$ cat src/design/lshsu_pkg.sv
`timescale 1ns / 1ps
// ----------------------------------------------------------------------------
// Leaky sigmoid Hebbian state update: shared package
// Widths, fixed-point constants, the sigmoid table, item kinds and the
// microprogram (control word layout and read-only program table).
// ----------------------------------------------------------------------------
package lshsu_pkg;

  // Sizes
  localparam int StateSize = 16;
  localparam int IdxW      = $clog2(StateSize);
  localparam int FracBits  = 16;
  localparam int ValW      = 24;
  localparam int UpcW      = 4;
  localparam int MulAW     = 26;
  localparam int MulBW     = 28;
  localparam int ProdW     = MulAW + MulBW;

  // Q.16 gains
  localparam logic signed [MulBW-1:0] KInputGain = 28'sd19661;  // 0.3
  localparam logic signed [MulBW-1:0] KDecay     = 28'sd62259;  // 0.95
  localparam logic signed [MulBW-1:0] KOutGain   = 28'sd6554;   // 0.1
  localparam logic signed [MulBW-1:0] KLearn     = 28'sd655;    // 0.01

  // Sigmoid saturation value and state clamp (+-10.0)
  localparam logic [15:0]        TanhTop       = 16'd32746;
  localparam logic signed [26:0] StateLimit    = 27'sd10 <<< FracBits;
  localparam logic signed [26:0] StateLimitNeg = -(27'sd10 <<< FracBits);

  // Item kinds
  typedef enum logic [1:0] {
    KIND_INPUT  = 2'd0,
    KIND_UPDATE = 2'd1,
    KIND_TICK   = 2'd2,
    KIND_READ   = 2'd3
  } kind_e;

  // Datapath operation of one microstep
  typedef enum logic [3:0] {
    OP_NOP       = 4'd0,
    OP_ACCEPT    = 4'd1,
    OP_PEND_WR   = 4'd2,
    OP_STATE_ADD = 4'd3,
    OP_READ      = 4'd4,
    OP_LOAD      = 4'd5,
    OP_ACT       = 4'd6,
    OP_SIG_SPLIT = 4'd7,
    OP_SIG_LO    = 4'd8,
    OP_SIG_Y     = 4'd9,
    OP_ACC       = 4'd10,
    OP_NS        = 4'd11,
    OP_RETIRE    = 4'd12,
    OP_CLEAR     = 4'd13
  } op_e;

  // Operand selection of the shared multiplier
  typedef enum logic [2:0] {
    MUL_NONE    = 3'd0,
    MUL_P_GAIN  = 3'd1,
    MUL_SIG     = 3'd2,
    MUL_S_DECAY = 3'd3,
    MUL_Y_OUT   = 3'd4,
    MUL_Y_LEARN = 3'd5,
    MUL_NS_HEB  = 3'd6
  } mul_e;

  // Sequencing of the microprogram counter
  typedef enum logic [2:0] {
    SEQ_NEXT     = 3'd0,
    SEQ_JUMP     = 3'd1,
    SEQ_DISPATCH = 3'd2,
    SEQ_WAIT_OUT = 3'd3,
    SEQ_LOOP     = 3'd4
  } seq_e;

  typedef struct packed {
    op_e             op;
    mul_e            mul;
    seq_e            seq;
    logic [UpcW-1:0] target;
  } ctrl_t;

  typedef struct packed {
    logic  accept;
    kind_e kind;
    logic  out_free;
    logic  last_elem;
  } stat_t;

  // Microprogram entry points
  localparam logic [UpcW-1:0] UpcIdle   = 4'd0;
  localparam logic [UpcW-1:0] UpcInput  = 4'd1;
  localparam logic [UpcW-1:0] UpcUpdate = 4'd2;
  localparam logic [UpcW-1:0] UpcRead   = 4'd3;
  localparam logic [UpcW-1:0] UpcTick   = 4'd4;
  localparam logic [UpcW-1:0] UpcRetire = 4'd13;
  localparam logic [UpcW-1:0] UpcEnd    = 4'd14;

  // 0.5*tanh(x/2) in Q.16 at steps of 0.5
  function automatic logic [15:0] half_tanh(input logic [4:0] idx);
    logic [15:0] t;
    case (idx)
      5'd0:    t = 16'd0;
      5'd1:    t = 16'd8026;
      5'd2:    t = 16'd15143;
      5'd3:    t = 16'd20813;
      5'd4:    t = 16'd24956;
      5'd5:    t = 16'd27797;
      5'd6:    t = 16'd29660;
      5'd7:    t = 16'd30847;
      5'd8:    t = 16'd31589;
      5'd9:    t = 16'd32048;
      5'd10:   t = 16'd32329;
      5'd11:   t = 16'd32501;
      5'd12:   t = 16'd32606;
      5'd13:   t = 16'd32670;
      5'd14:   t = 16'd32708;
      5'd15:   t = 16'd32732;
      default: t = TanhTop;
    endcase
    return t;
  endfunction

  // Saturate a 25-bit sum to the 24-bit signed range
  function automatic logic signed [ValW-1:0] sat24(input logic signed [ValW:0] v);
    logic signed [ValW-1:0] r;
    if (v[ValW] != v[ValW-1]) begin
      r = v[ValW] ? {1'b1, {(ValW-1){1'b0}}} : {1'b0, {(ValW-1){1'b1}}};
    end else begin
      r = v[ValW-1:0];
    end
    return r;
  endfunction

  function automatic ctrl_t uword(input op_e op, input mul_e mul, input seq_e seq,
                                  input logic [UpcW-1:0] target);
    ctrl_t w;
    w.op     = op;
    w.mul    = mul;
    w.seq    = seq;
    w.target = target;
    return w;
  endfunction

  // Microprogram: idle/dispatch, three short item routines, then the
  // ten-step per-element loop of a tick and its closing step.
  function automatic ctrl_t ucode(input logic [UpcW-1:0] upc);
    ctrl_t w;
    case (upc)
      4'd0:    w = uword(OP_ACCEPT,    MUL_NONE,    SEQ_DISPATCH, UpcIdle);
      4'd1:    w = uword(OP_PEND_WR,   MUL_NONE,    SEQ_JUMP,     UpcIdle);
      4'd2:    w = uword(OP_STATE_ADD, MUL_NONE,    SEQ_JUMP,     UpcIdle);
      4'd3:    w = uword(OP_READ,      MUL_NONE,    SEQ_WAIT_OUT, UpcIdle);
      4'd4:    w = uword(OP_LOAD,      MUL_P_GAIN,  SEQ_NEXT,     UpcIdle);
      4'd5:    w = uword(OP_ACT,       MUL_NONE,    SEQ_NEXT,     UpcIdle);
      4'd6:    w = uword(OP_SIG_SPLIT, MUL_NONE,    SEQ_NEXT,     UpcIdle);
      4'd7:    w = uword(OP_SIG_LO,    MUL_SIG,     SEQ_NEXT,     UpcIdle);
      4'd8:    w = uword(OP_SIG_Y,     MUL_NONE,    SEQ_NEXT,     UpcIdle);
      4'd9:    w = uword(OP_NOP,       MUL_S_DECAY, SEQ_NEXT,     UpcIdle);
      4'd10:   w = uword(OP_ACC,       MUL_Y_OUT,   SEQ_NEXT,     UpcIdle);
      4'd11:   w = uword(OP_NS,        MUL_Y_LEARN, SEQ_NEXT,     UpcIdle);
      4'd12:   w = uword(OP_NOP,       MUL_NS_HEB,  SEQ_NEXT,     UpcIdle);
      4'd13:   w = uword(OP_RETIRE,    MUL_NONE,    SEQ_LOOP,     UpcTick);
      4'd14:   w = uword(OP_CLEAR,     MUL_NONE,    SEQ_JUMP,     UpcIdle);
      default: w = uword(OP_NOP,       MUL_NONE,    SEQ_JUMP,     UpcIdle);
    endcase
    return w;
  endfunction

endpackage

$ cat src/design/leaky_sigmoid_hebbian_state_update.sv
`timescale 1ns / 1ps
// ----------------------------------------------------------------------------
// Leaky sigmoid Hebbian state update
// Sixteen-entry neuron state vector with a buffered input vector, driven by
// a microcoded sequencer over a datapath with one shared multiplier.
// ----------------------------------------------------------------------------
// One transaction is taken at a time. Input, state update and read
// transactions each run a short routine (a read waits further while the output
// register is held). A step tick takes an accepting step, the per-element loop
// through the one shared multiplier for each of the 16 elements and a closing
// step, and is held up while the result side stalls. Results leave through an
// output register, so a read or the last tick result may wait there while the
// next transaction is taken. Values are signed with 16 fraction bits.
// ----------------------------------------------------------------------------
module leaky_sigmoid_hebbian_state_update (
  input  logic                               clk_i,
  input  logic                               rst_ni,
  // configuration
  input  logic                               cfg_we_i,
  input  logic                               cfg_wdata_i,
  // input channel
  input  logic                               in_valid_i,
  output logic                               in_stall_o,
  input  logic [1:0]                         kind_i,
  input  logic [lshsu_pkg::IdxW-1:0]         index_i,
  input  logic signed [lshsu_pkg::ValW-1:0]  value_i,
  input  logic                               vector_end_i,
  // result channel
  output logic                               out_valid_o,
  input  logic                               out_stall_i,
  output logic signed [lshsu_pkg::ValW-1:0]  result_value_o,
  output logic [lshsu_pkg::IdxW-1:0]         result_index_o,
  output logic                               final_result_o
);

  lshsu_pkg::ctrl_t ctrl;
  lshsu_pkg::stat_t stat;

  // Storage
  logic signed [lshsu_pkg::ValW-1:0] state_q [lshsu_pkg::StateSize];
  logic signed [lshsu_pkg::ValW-1:0] pend_q  [lshsu_pkg::StateSize];
  logic [lshsu_pkg::StateSize-1:0]   present_q;
  logic                              loaded_q;
  logic                              clear_q;

  // Item registers
  logic [lshsu_pkg::IdxW-1:0]        addr_q;
  logic signed [lshsu_pkg::ValW-1:0] val_q;
  logic                              vend_q;

  // Datapath registers
  logic signed [lshsu_pkg::ValW-1:0]  s_q;
  logic                               pres_q;
  logic signed [lshsu_pkg::ProdW-1:0] prod_q, prod_d;
  logic signed [24:0]                 act_q, act_d;
  logic                               neg_q, satf_q;
  logic [3:0]                         seg_q;
  logic [14:0]                        frac_q;
  logic [15:0]                        lo_q;
  logic signed [16:0]                 y_q, y_d;
  logic signed [41:0]                 acc_q;
  logic signed [25:0]                 ns_q, ns_d;

  // Output register
  logic                              out_valid_q;
  logic signed [lshsu_pkg::ValW-1:0] res_value_q;
  logic [lshsu_pkg::IdxW-1:0]        res_index_q;
  logic                              res_final_q;

  // Combinational helpers
  logic                               accept, out_free, last_elem, read_go, retire_go;
  logic signed [lshsu_pkg::ValW-1:0]  st_rd, pend_rd, st_new, pend_sum, ns_clamped;
  logic signed [lshsu_pkg::MulAW-1:0] mul_a;
  logic signed [lshsu_pkg::MulBW-1:0] mul_b;
  logic signed [lshsu_pkg::ProdW-1:0] sh16, sh32;
  logic [24:0]                        act_mag;
  logic [15:0]                        tab_lo, tab_hi, tab_diff, interp, y_mag;
  logic signed [42:0]                 ns_sum;
  logic signed [26:0]                 ns_new;

  // Handshake and sequencer status
  assign in_stall_o = (ctrl.op != lshsu_pkg::OP_ACCEPT);
  assign accept     = in_valid_i && !in_stall_o;
  assign out_free   = !out_valid_q || !out_stall_i;
  assign last_elem  = (addr_q == lshsu_pkg::IdxW'(lshsu_pkg::StateSize - 1));
  assign read_go    = (ctrl.op == lshsu_pkg::OP_READ) && out_free;
  assign retire_go  = (ctrl.op == lshsu_pkg::OP_RETIRE) && out_free;

  assign stat.accept    = accept;
  assign stat.kind      = lshsu_pkg::kind_e'(kind_i);
  assign stat.out_free  = out_free;
  assign stat.last_elem = last_elem;

  lshsu_seq u_seq (
    .clk_i  (clk_i),
    .rst_ni (rst_ni),
    .stat_i (stat),
    .ctrl_o (ctrl)
  );

  // Single-address reads of the stores
  assign st_rd   = state_q[addr_q];
  assign pend_rd = pend_q[addr_q];

  // Kind 1 and kind 0 saturating adds
  assign st_new   = lshsu_pkg::sat24({st_rd[lshsu_pkg::ValW-1], st_rd} +
                                     {val_q[lshsu_pkg::ValW-1], val_q});
  assign pend_sum = lshsu_pkg::sat24({pend_rd[lshsu_pkg::ValW-1], pend_rd} +
                                     {{2{val_q[lshsu_pkg::ValW-1]}},
                                      val_q[lshsu_pkg::ValW-1:1]});

  // Shared multiplier operand selection
  always_comb begin
    case (ctrl.mul)
      lshsu_pkg::MUL_P_GAIN: begin
        mul_a = {{2{pend_rd[lshsu_pkg::ValW-1]}}, pend_rd};
        mul_b = lshsu_pkg::KInputGain;
      end
      lshsu_pkg::MUL_SIG: begin
        mul_a = {10'd0, tab_diff};
        mul_b = {13'd0, frac_q};
      end
      lshsu_pkg::MUL_S_DECAY: begin
        mul_a = {{2{s_q[lshsu_pkg::ValW-1]}}, s_q};
        mul_b = lshsu_pkg::KDecay;
      end
      lshsu_pkg::MUL_Y_OUT: begin
        mul_a = {{9{y_q[16]}}, y_q};
        mul_b = lshsu_pkg::KOutGain;
      end
      lshsu_pkg::MUL_Y_LEARN: begin
        mul_a = {{9{y_q[16]}}, y_q};
        mul_b = lshsu_pkg::KLearn;
      end
      lshsu_pkg::MUL_NS_HEB: begin
        mul_a = ns_q;
        mul_b = {prod_q[26], prod_q[26:0]};
      end
      default: begin
        mul_a = '0;
        mul_b = '0;
      end
    endcase
  end

  assign prod_d = mul_a * mul_b;

  // Activation: state plus floored 0.3 times pending input where present
  assign sh16  = prod_q >>> 16;
  assign act_d = {s_q[lshsu_pkg::ValW-1], s_q} + (pres_q ? sh16[24:0] : 25'sd0);

  // Sigmoid: magnitude split into segment and fraction
  assign act_mag = act_q[24] ? (25'd0 - act_q) : act_q;

  // Sigmoid: table segment and slope
  assign tab_lo   = lshsu_pkg::half_tanh({1'b0, seg_q});
  assign tab_hi   = lshsu_pkg::half_tanh({1'b0, seg_q} + 5'd1);
  assign tab_diff = tab_hi - tab_lo;

  // Sigmoid: interpolate, hold at the last entry, apply sign
  assign interp = lo_q + prod_q[30:15];
  assign y_mag  = satf_q ? lshsu_pkg::TanhTop : interp;
  assign y_d    = neg_q ? -$signed({1'b0, y_mag}) : $signed({1'b0, y_mag});

  // Leak: floor of (0.95 s + 0.1 y) as one sum
  assign ns_sum = {acc_q[41], acc_q} + {prod_q[41], prod_q[41:0]};
  assign ns_d   = ns_sum[41:16];

  // Hebbian term, then clamp to +-10
  assign sh32   = prod_q >>> 32;
  assign ns_new = {ns_q[25], ns_q} + sh32[26:0];
  always_comb begin
    if (ns_new > lshsu_pkg::StateLimit) begin
      ns_clamped = lshsu_pkg::StateLimit[lshsu_pkg::ValW-1:0];
    end else if (ns_new < lshsu_pkg::StateLimitNeg) begin
      ns_clamped = lshsu_pkg::StateLimitNeg[lshsu_pkg::ValW-1:0];
    end else begin
      ns_clamped = ns_new[lshsu_pkg::ValW-1:0];
    end
  end

  // Control and reset-cleared storage
  always_ff @(posedge clk_i or negedge rst_ni) begin
    if (!rst_ni) begin
      for (int i = 0; i < lshsu_pkg::StateSize; i++) begin
        state_q[i] <= '0;
      end
      present_q   <= '0;
      loaded_q    <= 1'b0;
      clear_q     <= 1'b1;
      out_valid_q <= 1'b0;
      addr_q      <= '0;
    end else begin
      if (cfg_we_i) begin
        clear_q <= cfg_wdata_i;
      end
      // drop the output once taken, load it when a result fires
      if (read_go || retire_go) begin
        out_valid_q <= 1'b1;
      end else if (!out_stall_i) begin
        out_valid_q <= 1'b0;
      end
      if (accept) begin
        addr_q <= (lshsu_pkg::kind_e'(kind_i) == lshsu_pkg::KIND_TICK) ? '0 : index_i;
      end else if (retire_go) begin
        addr_q <= addr_q + 1'b1;
      end
      case (ctrl.op)
        lshsu_pkg::OP_PEND_WR: begin
          if (!loaded_q) begin
            present_q[addr_q] <= 1'b1;
            if (vend_q) begin
              loaded_q <= 1'b1;
            end
          end
        end
        lshsu_pkg::OP_STATE_ADD: begin
          state_q[addr_q] <= st_new;
        end
        lshsu_pkg::OP_RETIRE: begin
          if (out_free) begin
            state_q[addr_q] <= ns_clamped;
          end
        end
        lshsu_pkg::OP_CLEAR: begin
          if (clear_q) begin
            present_q <= '0;
            loaded_q  <= 1'b0;
          end
        end
        default: begin
        end
      endcase
    end
  end

  // Payload and datapath registers
  always_ff @(posedge clk_i) begin
    if (accept) begin
      val_q  <= value_i;
      vend_q <= vector_end_i;
    end
    if (ctrl.mul != lshsu_pkg::MUL_NONE) begin
      prod_q <= prod_d;
    end
    if (read_go) begin
      res_value_q <= st_rd;
      res_index_q <= addr_q;
      res_final_q <= 1'b1;
    end else if (retire_go) begin
      res_value_q <= {{(lshsu_pkg::ValW - 17){y_q[16]}}, y_q};
      res_index_q <= addr_q;
      res_final_q <= last_elem;
    end
    case (ctrl.op)
      lshsu_pkg::OP_PEND_WR: begin
        if (!loaded_q) begin
          pend_q[addr_q] <= val_q;
        end else if (present_q[addr_q]) begin
          pend_q[addr_q] <= pend_sum;
        end
      end
      lshsu_pkg::OP_LOAD: begin
        s_q    <= st_rd;
        pres_q <= present_q[addr_q];
      end
      lshsu_pkg::OP_ACT: begin
        act_q <= act_d;
      end
      lshsu_pkg::OP_SIG_SPLIT: begin
        neg_q  <= act_q[24];
        satf_q <= |act_mag[24:19];
        seg_q  <= act_mag[18:15];
        frac_q <= act_mag[14:0];
      end
      lshsu_pkg::OP_SIG_LO: begin
        lo_q <= tab_lo;
      end
      lshsu_pkg::OP_SIG_Y: begin
        y_q <= y_d;
      end
      lshsu_pkg::OP_ACC: begin
        acc_q <= prod_q[41:0];
      end
      lshsu_pkg::OP_NS: begin
        ns_q <= ns_d;
      end
      default: begin
      end
    endcase
  end

  assign out_valid_o    = out_valid_q;
  assign result_value_o = res_value_q;
  assign result_index_o = res_index_q;
  assign final_result_o = res_final_q;

  // A loaded buffer always holds at least one present entry
  a_loaded_has_entry: assert property (@(posedge clk_i) disable iff (!rst_ni)
    loaded_q |-> |present_q)
    else $error("buffer marked loaded with no present entry");

  // A fired result shows up on the output next cycle
  a_result_shown: assert property (@(posedge clk_i) disable iff (!rst_ni)
    read_go || retire_go |=> out_valid_o)
    else $error("fired result not presented");

  // An accepted transaction keeps the input side busy for the next cycle
  a_busy_after_accept: assert property (@(posedge clk_i) disable iff (!rst_ni)
    accept |=> in_stall_o)
    else $error("input not stalled after accept");

endmodule

$ cat src/design/lshsu_seq.sv
`timescale 1ns / 1ps
// ----------------------------------------------------------------------------
// Leaky sigmoid Hebbian state update: microsequencer
// Microprogram counter with dispatch on item kind, waits on the output
// register and the per-element loop jump; issues one control word a cycle.
// ----------------------------------------------------------------------------
module lshsu_seq (
  input  logic            clk_i,
  input  logic            rst_ni,
  input  lshsu_pkg::stat_t stat_i,
  output lshsu_pkg::ctrl_t ctrl_o
);

  logic [lshsu_pkg::UpcW-1:0] upc_q, upc_d, disp_addr;

  // Fetch the control word of the current step
  assign ctrl_o = lshsu_pkg::ucode(upc_q);

  // Entry point of each item routine
  always_comb begin
    case (stat_i.kind)
      lshsu_pkg::KIND_INPUT:  disp_addr = lshsu_pkg::UpcInput;
      lshsu_pkg::KIND_UPDATE: disp_addr = lshsu_pkg::UpcUpdate;
      lshsu_pkg::KIND_TICK:   disp_addr = lshsu_pkg::UpcTick;
      lshsu_pkg::KIND_READ:   disp_addr = lshsu_pkg::UpcRead;
      default:                disp_addr = lshsu_pkg::UpcIdle;
    endcase
  end

  // Select the next step
  always_comb begin
    case (ctrl_o.seq)
      lshsu_pkg::SEQ_NEXT:     upc_d = upc_q + 1'b1;
      lshsu_pkg::SEQ_JUMP:     upc_d = ctrl_o.target;
      lshsu_pkg::SEQ_DISPATCH: upc_d = stat_i.accept ? disp_addr : upc_q;
      lshsu_pkg::SEQ_WAIT_OUT: upc_d = stat_i.out_free ? ctrl_o.target : upc_q;
      lshsu_pkg::SEQ_LOOP: begin
        if (!stat_i.out_free) begin
          upc_d = upc_q;
        end else if (stat_i.last_elem) begin
          upc_d = upc_q + 1'b1;
        end else begin
          upc_d = ctrl_o.target;
        end
      end
      default:                 upc_d = lshsu_pkg::UpcIdle;
    endcase
  end

  always_ff @(posedge clk_i or negedge rst_ni) begin
    if (!rst_ni) begin
      upc_q <= lshsu_pkg::UpcIdle;
    end else begin
      upc_q <= upc_d;
    end
  end

  // A tick transaction enters the element loop next
  a_tick_enters_loop: assert property (@(posedge clk_i) disable iff (!rst_ni)
    stat_i.accept && stat_i.kind == lshsu_pkg::KIND_TICK |=> upc_q == lshsu_pkg::UpcTick)
    else $error("tick did not enter element loop");

  // Hold the retire step while the output register is blocked
  a_retire_holds: assert property (@(posedge clk_i) disable iff (!rst_ni)
    upc_q == lshsu_pkg::UpcRetire && !stat_i.out_free |=> upc_q == lshsu_pkg::UpcRetire)
    else $error("retire step left while output blocked");

  // Accepting only ever happens in the idle step
  a_accept_idle: assert property (@(posedge clk_i) disable iff (!rst_ni)
    stat_i.accept |-> upc_q == lshsu_pkg::UpcIdle)
    else $error("item accepted outside idle step");

endmodule

$ cat config.mk
export PLATFORM = sky130hd
export DESIGN_NAME = leaky_sigmoid_hebbian_state_update
export DESIGN_NICKNAME = d
export VERILOG_FILES = /design/src/design/lshsu_pkg.sv /design/src/design/leaky_sigmoid_hebbian_state_update.sv /design/src/design/lshsu_seq.sv
export SDC_FILE = /design/constraint.sdc
export NUM_CORES = 2
export LEC_CHECK = 0
export ABC_AREA = 1
export BUFFER_PORTS_ARGS = -buffer_cell sky130_fd_sc_hd__buf_2
export CAP_MARGIN = 20
export CORE_ASPECT_RATIO = 1.4
export CORE_MARGIN = 3
export CORE_UTILIZATION = 60
export CTS_CLUSTER_DIAMETER = 100
export DETAILED_ROUTE_END_ITERATION = 8
export PLACE_DENSITY_LB_ADDON = 0.25
export SETUP_SLACK_MARGIN = 0.4
export SYNTH_ARGS = -nofsm -noshare
export SYNTH_HDL_FRONTEND = slang
export SYNTH_SLANG_ARGS = --single-unit
$ cat constraint.sdc
create_clock -name clk_i -period 19.56 [get_ports clk_i]
set_input_delay 2.934 -clock clk_i [delete_from_list [all_inputs] [get_ports clk_i]]
set_output_delay 2.934 -clock clk_i [all_outputs]
set_load 0.02 [all_outputs]
# Yosys cells after proc, flatten, opt, wreduce, memory -nomap -nowiden

Memories as Yosys holds them, arrays and structs flattened. A register that Yosys moved wholly into a read port is not among the register bits.
Cells that the tools add are included.

Flip-flop bits (word level): 691
Memory bits (writable): 384
ROM bits: 656
Bits of input ports: 37
Output and inout bits: 31
Word-level logic and storage cells: 182
Memories kept: 4

$add $sub $neg: 12
Multipliers: 1
$lt $le $gt $ge: 6
Eq/ne operators: 36
Muxes and demuxes: 57
Bitwise gates (word level): 3
Reduce and logical (&&, ||, !) cells: 23

Memories:

| memory          | words | width | rd ports | clocked after Yosys merged registers in | wr ports | RTL line                                 | text |
|---|---|---|---|---|---|---|---|
| pend_q          | 16    | 24    | 1        | 0                                       | 1        | leaky_sigmoid_hebbian_state_update.sv:41 | `logic signed [lshsu_pkg::ValW-1:0] pend_q [lshsu_pkg::StateSize];` |
| (no name shown) | 16    | 15    | 1        | 0                                       | 0        | lshsu_pkg.sv:102                         | `case (idx)` |
| (no name shown) | 16    | 15    | 1        | 1                                       | 0        | lshsu_pkg.sv:102                         |  |
| (no name shown) | 16    | 11    | 1        | 0                                       | 0        | lshsu_pkg.sv:149                         | `case (upc)` |

Operators by type and width:

| operator                                                                           | number |
|---|---|
| 384-bit bitwise mux                                                                | 2 |
| 384-bit one-hot mux with 2 select lines                                            | 1 |
| 384-bit 2-to-1 mux                                                                 | 1 |
| 24-bit 2-to-1 mux                                                                  | 12 |
| 28-bit one-hot mux with 6 select lines                                             | 1 |
| 26-bit one-hot mux with 5 select lines                                             | 1 |
| 24-bit binary-select mux with 4-bit select                                         | 1 |
| 24-bit demux with 4-bit select                                                     | 1 |
| 16-bit 2-to-1 mux                                                                  | 5 |
| 26-bit by 28-bit multiplier with 54-bit output                                     | 1 |
| 25-bit 2-to-1 mux                                                                  | 2 |
| 42-bit adder                                                                       | 1 |
| 4-bit 2-to-1 mux                                                                   | 10 |
| 16-bit one-hot mux with 2 select lines                                             | 1 |
| 4-bit == test (second input constant)                                              | 7 |
| 26-bit by 22-bit adder with 27-bit output                                          | 1 |
| 27-bit by 21-bit greater-than comparator with 1-bit output (second input constant) | 1 |
| 27-bit by 21-bit less-than comparator with 1-bit output (second input constant)    | 1 |
| 24-bit by 23-bit adder with 25-bit output                                          | 1 |
| 24-bit by 24-bit adder with 25-bit output                                          | 1 |
| 25-bit adder                                                                       | 1 |
| 1-bit by 25-bit subtractor with 25-bit output (first input constant)               | 1 |
| 4-bit one-hot mux with 5 select lines                                              | 1 |
| 16-bit negation with 17-bit output                                                 | 1 |
| other kinds (38)                                                                   | 82 |

# Logic depth before layout (Yosys ltp)

Word-level depth: 9
Gate-level depth with buffers: 49
Depth with buffers taken out: 46

# Cells and area by module

Synthesis repeated with hierarchy kept, for this count alone.

Cells, all modules: 9967
Area, all modules: 84076.9 um^2

Modules (own cells, without submodules):

| module                             | instances | cells an instance | area each (um^2) | seq. area each (um^2) |
|---|---|---|---|---|
| leaky_sigmoid_hebbian_state_update | 1         | 9872              | 83385.0          | 30385.4 |
| lshsu_seq                          | 1         | 95                | 691.9            | 100.1 |

# Worst setup path after synthesis

OpenSTA, ideal clock, no wires.

Kind: reg2reg
Start point: register seg_q[0]
End point: register prod_q[50] (netlist name) (data pin)
Library setup time: 266 ps
Arrival time: 8707 ps
Data required time: 19294 ps
Slack: 10588 ps
Cell stages (with the launch flop): 37
Path buffers: 2
Period minus slack after synthesis: 8972 ps
Cells stage by stage: edfxtp_1 ha_1 or2_2 nand2_1 clkbuf_1 nor2_1 o22ai_1 nand2_1 ha_1 fa_1 o31ai_1 or2_2 a221oi_1 nand2_1 buf_2 nand2_1 fa_1 inv_1 fa_1 inv_1 fa_1 inv_1 fa_1 inv_1 fa_1 inv_1 fa_1 inv_1 fa_1 inv_1 ha_1 nand2_1 nor2_1 nand2_1 o221a_2 a21boi_0 xor2_1

Word-level cells in the longest chain between the ends: 6

RTL lines:

| what                                             | RTL line                                  | text |
|---|---|---|
| start, declared                                  | leaky_sigmoid_hebbian_state_update.sv:57  | `logic [3:0] seg_q;` |
| start signal, assigned                           | leaky_sigmoid_hebbian_state_update.sv:273 | `seg_q <= act_mag[18:15];` |
| 4-bit by 1-bit adder with 5-bit output *         | leaky_sigmoid_hebbian_state_update.sv:157 | `assign tab_hi = lshsu_pkg::half_tanh({1'b0, seg_q} + 5'd1);` |
| memory 16 x 15 bit                               | -                                         |  |
| 16-bit 2-to-1 mux *                              | lshsu_pkg.sv:102                          |  |
| 16-bit subtractor *                              | leaky_sigmoid_hebbian_state_update.sv:158 | `assign tab_diff = tab_hi - tab_lo;` |
| 26-bit one-hot mux with 5 select lines *         | leaky_sigmoid_hebbian_state_update.sv:114 | `case (ctrl.mul)` |
| 26-bit by 28-bit multiplier with 54-bit output * | leaky_sigmoid_hebbian_state_update.sv:146 | `assign prod_d = mul_a * mul_b;` |
| via prod_d (one bit)                             | leaky_sigmoid_hebbian_state_update.sv:54  | `logic signed [lshsu_pkg::ProdW-1:0] prod_q, prod_d;` |
| end signal, assigned                             | leaky_sigmoid_hebbian_state_update.sv:244 | `prod_q <= prod_d;` |
| end, declared                                    | leaky_sigmoid_hebbian_state_update.sv:54  |  |

Mark *: on every way through the listed nets, which the timed path passes. The rest lies on a longest branch.
A chain may end at the register's enable or synchronous reset.

# Worst setup path in the final report

Start point: register addr_q[0] (netlist name)
End point: register prod_q[48] (netlist name) (data pin)

Word-level cells in the longest chain between the ends: 3

RTL lines:

| what                                           | RTL line                                  | text |
|---|---|---|
| start, declared                                | leaky_sigmoid_hebbian_state_update.sv:47  | `logic [lshsu_pkg::IdxW-1:0] addr_q;` |
| start signal, assigned                         | leaky_sigmoid_hebbian_state_update.sv:204 | `addr_q <= (lshsu_pkg::kind_e'(kind_i) == lshsu_pkg::KIND_TICK) ? '0 : index_i;` |
| start signal, assigned                         | leaky_sigmoid_hebbian_state_update.sv:206 | `addr_q <= addr_q + 1'b1;` |
| memory 16 x 24 bit                             | -                                         |  |
| 26-bit one-hot mux with 5 select lines         | leaky_sigmoid_hebbian_state_update.sv:114 |  |
| 26-bit by 28-bit multiplier with 54-bit output | leaky_sigmoid_hebbian_state_update.sv:146 |  |
| via prod_d (one bit)                           | leaky_sigmoid_hebbian_state_update.sv:54  |  |

The timed path passes the listed nets, and every way through them passes these cells.

==> impl_table.tex <==
\begin{tabular}{lr}
\hline
Metric & Value \\
\hline
\multicolumn{2}{l}{\textbf{Finish}} \\
\quad Share of layout cells above drive strength 1 & 5.955\% \\
\quad Layout Cells excl Fill & 11760 \\
\quad NumNets Final & 10990 \\
\quad Layout-stage area growth over the synthesis result & 6.664\% \\
\multicolumn{2}{l}{\textbf{Yosys}} \\
\quad Commonest register cell after synthesis & edfxtp\_1 \\
\quad Most numerous cell types in the synthesized netlist & nand2\_1, inv\_1, nor2\_1, fa\_1, edfxtp\_1 \\
\quad Mapped Area & 84260 um2 \\
\quad Cell types occupying the most area after synthesis & edfxtp\_1, fa\_1, dfrtp\_1 \\
\quad Seq cells post-synth & 1089 \\
\quad Area share of the largest cell type after synthesis & 23.59\% \\
\quad Most used standard cell by instance count after synthesis & nand2\_1 \\
\quad Share of flip-flops with an asynchronous set or reset after synthesis & 37.74\% \\
\quad Gate count after technology mapping & 9944 \\
\quad Sequential-to-total area share from yosys stat & 36.18\% \\
\quad Mean Syn Cell Area & 8.473 um2 \\
\quad Library cells used by synthesis & 79 \\
\quad Syn\_nets & 11080 \\
\quad Yosys top cell by area & edfxtp\_1 \\
\quad Number of enable-type register cells in the synthesized netlist & 662 \\
\quad Number of synthesis warnings & 0 \\
\multicolumn{2}{l}{\textbf{Worst hold path}} \\
\quad Hold Path Class & reg2reg \\
\quad Hold Path End & lo\_q[5] \\
\quad Worst hold path startpoint & tab\_lo[5] \\
\quad Depth of the worst hold-timing path & 0 \\
\multicolumn{2}{l}{\textbf{Timing}} \\
\quad Number of failing setup endpoints in the final timing report & 0 \\
\quad Maximum frequency from static timing analysis & 83.84 MHz \\
\quad Total count of hold-check failures in the final report & 0 \\
\quad Worst max-slew margin expressed relative to the limit & 13.87\% \\
\quad Worst setup skew after layout & 33.36 ps \\
\quad Pin slew with the least headroom to its limit & 1292 ps \\
\quad Setup repair after global routing missed its margin & false \\
\quad Final period demand of the worst path & 11930 ps \\
\quad Setup total negative slack & 0 ps \\
\quad Total count of max-transition violations in the final report & 0 \\
\quad Period utilisation layout & 60.98\% \\
\multicolumn{2}{l}{\textbf{Routing}} \\
\quad Vias per cell & 5.979 \\
\quad Total wirelength of the detailed-routed design & 298.0 mm \\
\quad Top Metal Used & met5 \\
\quad Count of vias placed by the detailed router & 70280 \\
\quad Pre-Repair DR Iteration Count & 6 \\
\quad Number of antenna-violating nets in the routed design & 0 \\
\quad Drt initial violations & 6416 \\
\quad WL met3 & 23.02 mm \\
\quad Drc violations & 0 \\
\quad Length of routed wiring on met1 & 94.11 mm \\
\quad Per-cell routed wire length & 25.35 um \\
\quad Met2 routed WL & 144.6 mm \\
\multicolumn{2}{l}{\textbf{Worst setup path}} \\
\quad Stage delay of the slowest cell on the critical path & 910 ps \\
\quad Maximum net fanout on the critical path & 149 \\
\quad Reg2reg setup slack & 7630 ps \\
\quad Slowest stage cell, crit path & buf\_4 \\
\quad Critical path's most frequent cell & fa\_1 \\
\quad Crit path arrival time & 12420 ps \\
\quad Element type at the critical path end & flop \\
\quad Element type at the critical path start & flop \\
\quad Required time worst endpoint & 20050 ps \\
\quad FF-to-FF Start & addr\_q[0] \\
\quad Capture point of the worst reg-to-reg path & prod\_q[48] \\
\quad WS Path Type & reg2reg \\
\quad Register-to-Register Path Depth & 33 \\
\multicolumn{2}{l}{\textbf{Clock tree}} \\
\quad TritonCTS clock tree & built \\
\quad Total CTS buffers & 101 \\
\quad Clock-pin slew on the worst setup and hold paths & 70 ps \\
\quad Maximum level of the CTS H-tree & 3 \\
\quad Buffer levels on the longest clock path & 3 \\
\quad Clock latency reported for the late side of the worst-skew pair & 750 ps \\
\quad Clock net sink count & 1089 \\
\quad Hold-fix buffers at CTS & 0 \\
\quad Setup repair bufs after CTS & 0 \\
\quad Root buffer cell & clkbuf\_16 \\
\quad Number of resized instances in the post-cts repair step & 0 \\
\multicolumn{2}{l}{\textbf{Floorplanning}} \\
\quad Initial core utilization & 60.42\% \\
\quad Die H & 449.4 um \\
\quad Core Area & 139500 um2 \\
\quad Number of standard-cell rows in the floorplan & 162 \\
\quad Horizontal die dimension & 322.7 um \\
\quad Io pins & 68 \\
\quad Full die area & 145000 um2 \\
\multicolumn{2}{l}{\textbf{Placed design}} \\
\quad Placed wire-length estimate after detailed placement & 220.9 mm \\
\quad Placer congestion estimate & 1.042 \\
\quad Number of I/O port buffers & 67 \\
\quad Inst Count DP & 11540 \\
\multicolumn{2}{l}{\textbf{Flow run}} \\
\quad Max-cap violation count & 0 \\
\multicolumn{2}{l}{\textbf{Power}} \\
\quad Ratio of total power to cell area & 145.0 nW/um2 \\
\quad Peak supply drop & 0.4780 mV \\
\quad Static leakage & 41.14 nW \\
\multicolumn{2}{l}{\textbf{Run status}} \\
\quad Run status & finished clean \\
\multicolumn{2}{l}{\textbf{Global route}} \\
\quad Initial antenna violation count & 13 \\
\quad Wire length of the first global-routing pass & 441.9 mm \\
\quad Largest net degree at the start of global routing & 171 \\
\quad Aggregate global-route resource usage & 41.48\% \\
\quad Vias in the first global route & 71570 \\
\quad Global route overflow & 0 \\
\hline
\end{tabular}
## critical path: cells and delay by family (launching register included)
family	cells	cell delay, ps
adders and majority gates	8	4400
buffers and inverters	9	3100
xor gates and xnor gates	1	70
DFF	1	740
and+or+nand+nor	12	2480
AOI/OAI and AO/OA	3	750
## metal layers
layer	vias to the layer above	track usage, %
met1	34170	42.83
li1	31210	-
met4	4	40.51
met5	-	0
met3	1318	7.987
met2	3576	69.56
## cells in the final DEF, fill, tap and decap left out, types with 104 or more instances in the layout
cell type / instances
nand2_1: 2585
inv_1: 1413
nor2_1: 1309
fa_1: 748
edfxtp_1: 662
o21ai_0: 546
dfrtp_1: 408
a21oi_1: 355
ha_1: 346
o22ai_1: 194
nand3_1: 146
buf_4: 123
xor2_1: 117
clkbuf_16: 104
## metrics by stage
step                worst slack [ps]  area (um2)  power [W]  hold slack (ps)  util [%]
floorplan                      10590       84260   0.008646            408.2         -
global placement                7779       86060    0.01060            416.8     61.71
detailed placement              7741       86140    0.01069            417.5     61.77
CTS                             7601       89720    0.01287            432.1     64.33
global route                    7096       89850    0.01372            433.2     64.43
finish                          7633       89870    0.01303            431.3     64.45
## flip-flops by register name (all words and copies together) (netlist names), 4 cells and up
signal          count
pend_q            384
state_q           384
prod_q             54
acc_q              42
ns_q               26
act_q              25
result_value_o     24
s_q                24
val_q              24
y_q                17
present_q          16
frac_q             15
lo_q               15
tab_lo             15
addr_q              4
result_index_o      4
seg_q               4
u_seq.upc_q         4
## final cells by class
| type | count | area [um2] |
|---|---|---|
| Fill cell | 11670 | 49580 |
| Multi-Input combinational cell | 6972 | 46470 |
| Sequential cell | 1089 | 30490 |
| Inverter | 1492 | 5620 |
| Clock buffer | 118 | 2705 |
| Tap cell | 1804 | 2257 |
| Timing Repair Buffer | 198 | 1435 |
| Clock inverter | 73 | 872.1 |
| Antenna cell | 9 | 22.52 |
## report_power, final
group          switching [W]  internal, W
registers           0.000385      0.00309
logic                0.00550      0.00190
clock network       0.000968      0.00118
## cells by family (layout without fill, tap and decap cells)
family	Yosys count	count (layout)	synth area share [%]
AND/OR/NAND/NOR	4307	4307	20.31
buffers and inverters	1883	1881	8.945
AO/OA/AOI/OAI	1370	1370	9.542
adder cells (fa/ha/maj)	1094	1094	22.91
flip-flops	1089	1089	36.18
XOR/XNOR	198	198	2.076
multiplexers	3	3	0.04009
other	0	9	0
## worst max path at each step
stage | cells past startpoint | startpoint | to | slack [ps]
after detailed placement | 33 | addr_q[0] | prod_q[48] | 7740
after global routing | 33 | addr_q[0] | prod_q[48] | 7100
after CTS | 33 | addr_q[0] | prod_q[48] | 7600
final | 33 | addr_q[0] | prod_q[48] | 7630
after floorplan | 36 | seg_q[0] | prod_q[50] | 10590
after global placement | 33 | addr_q[0] | prod_q[48] | 7780
Note: power is estimated with default switching activity, not from simulation.
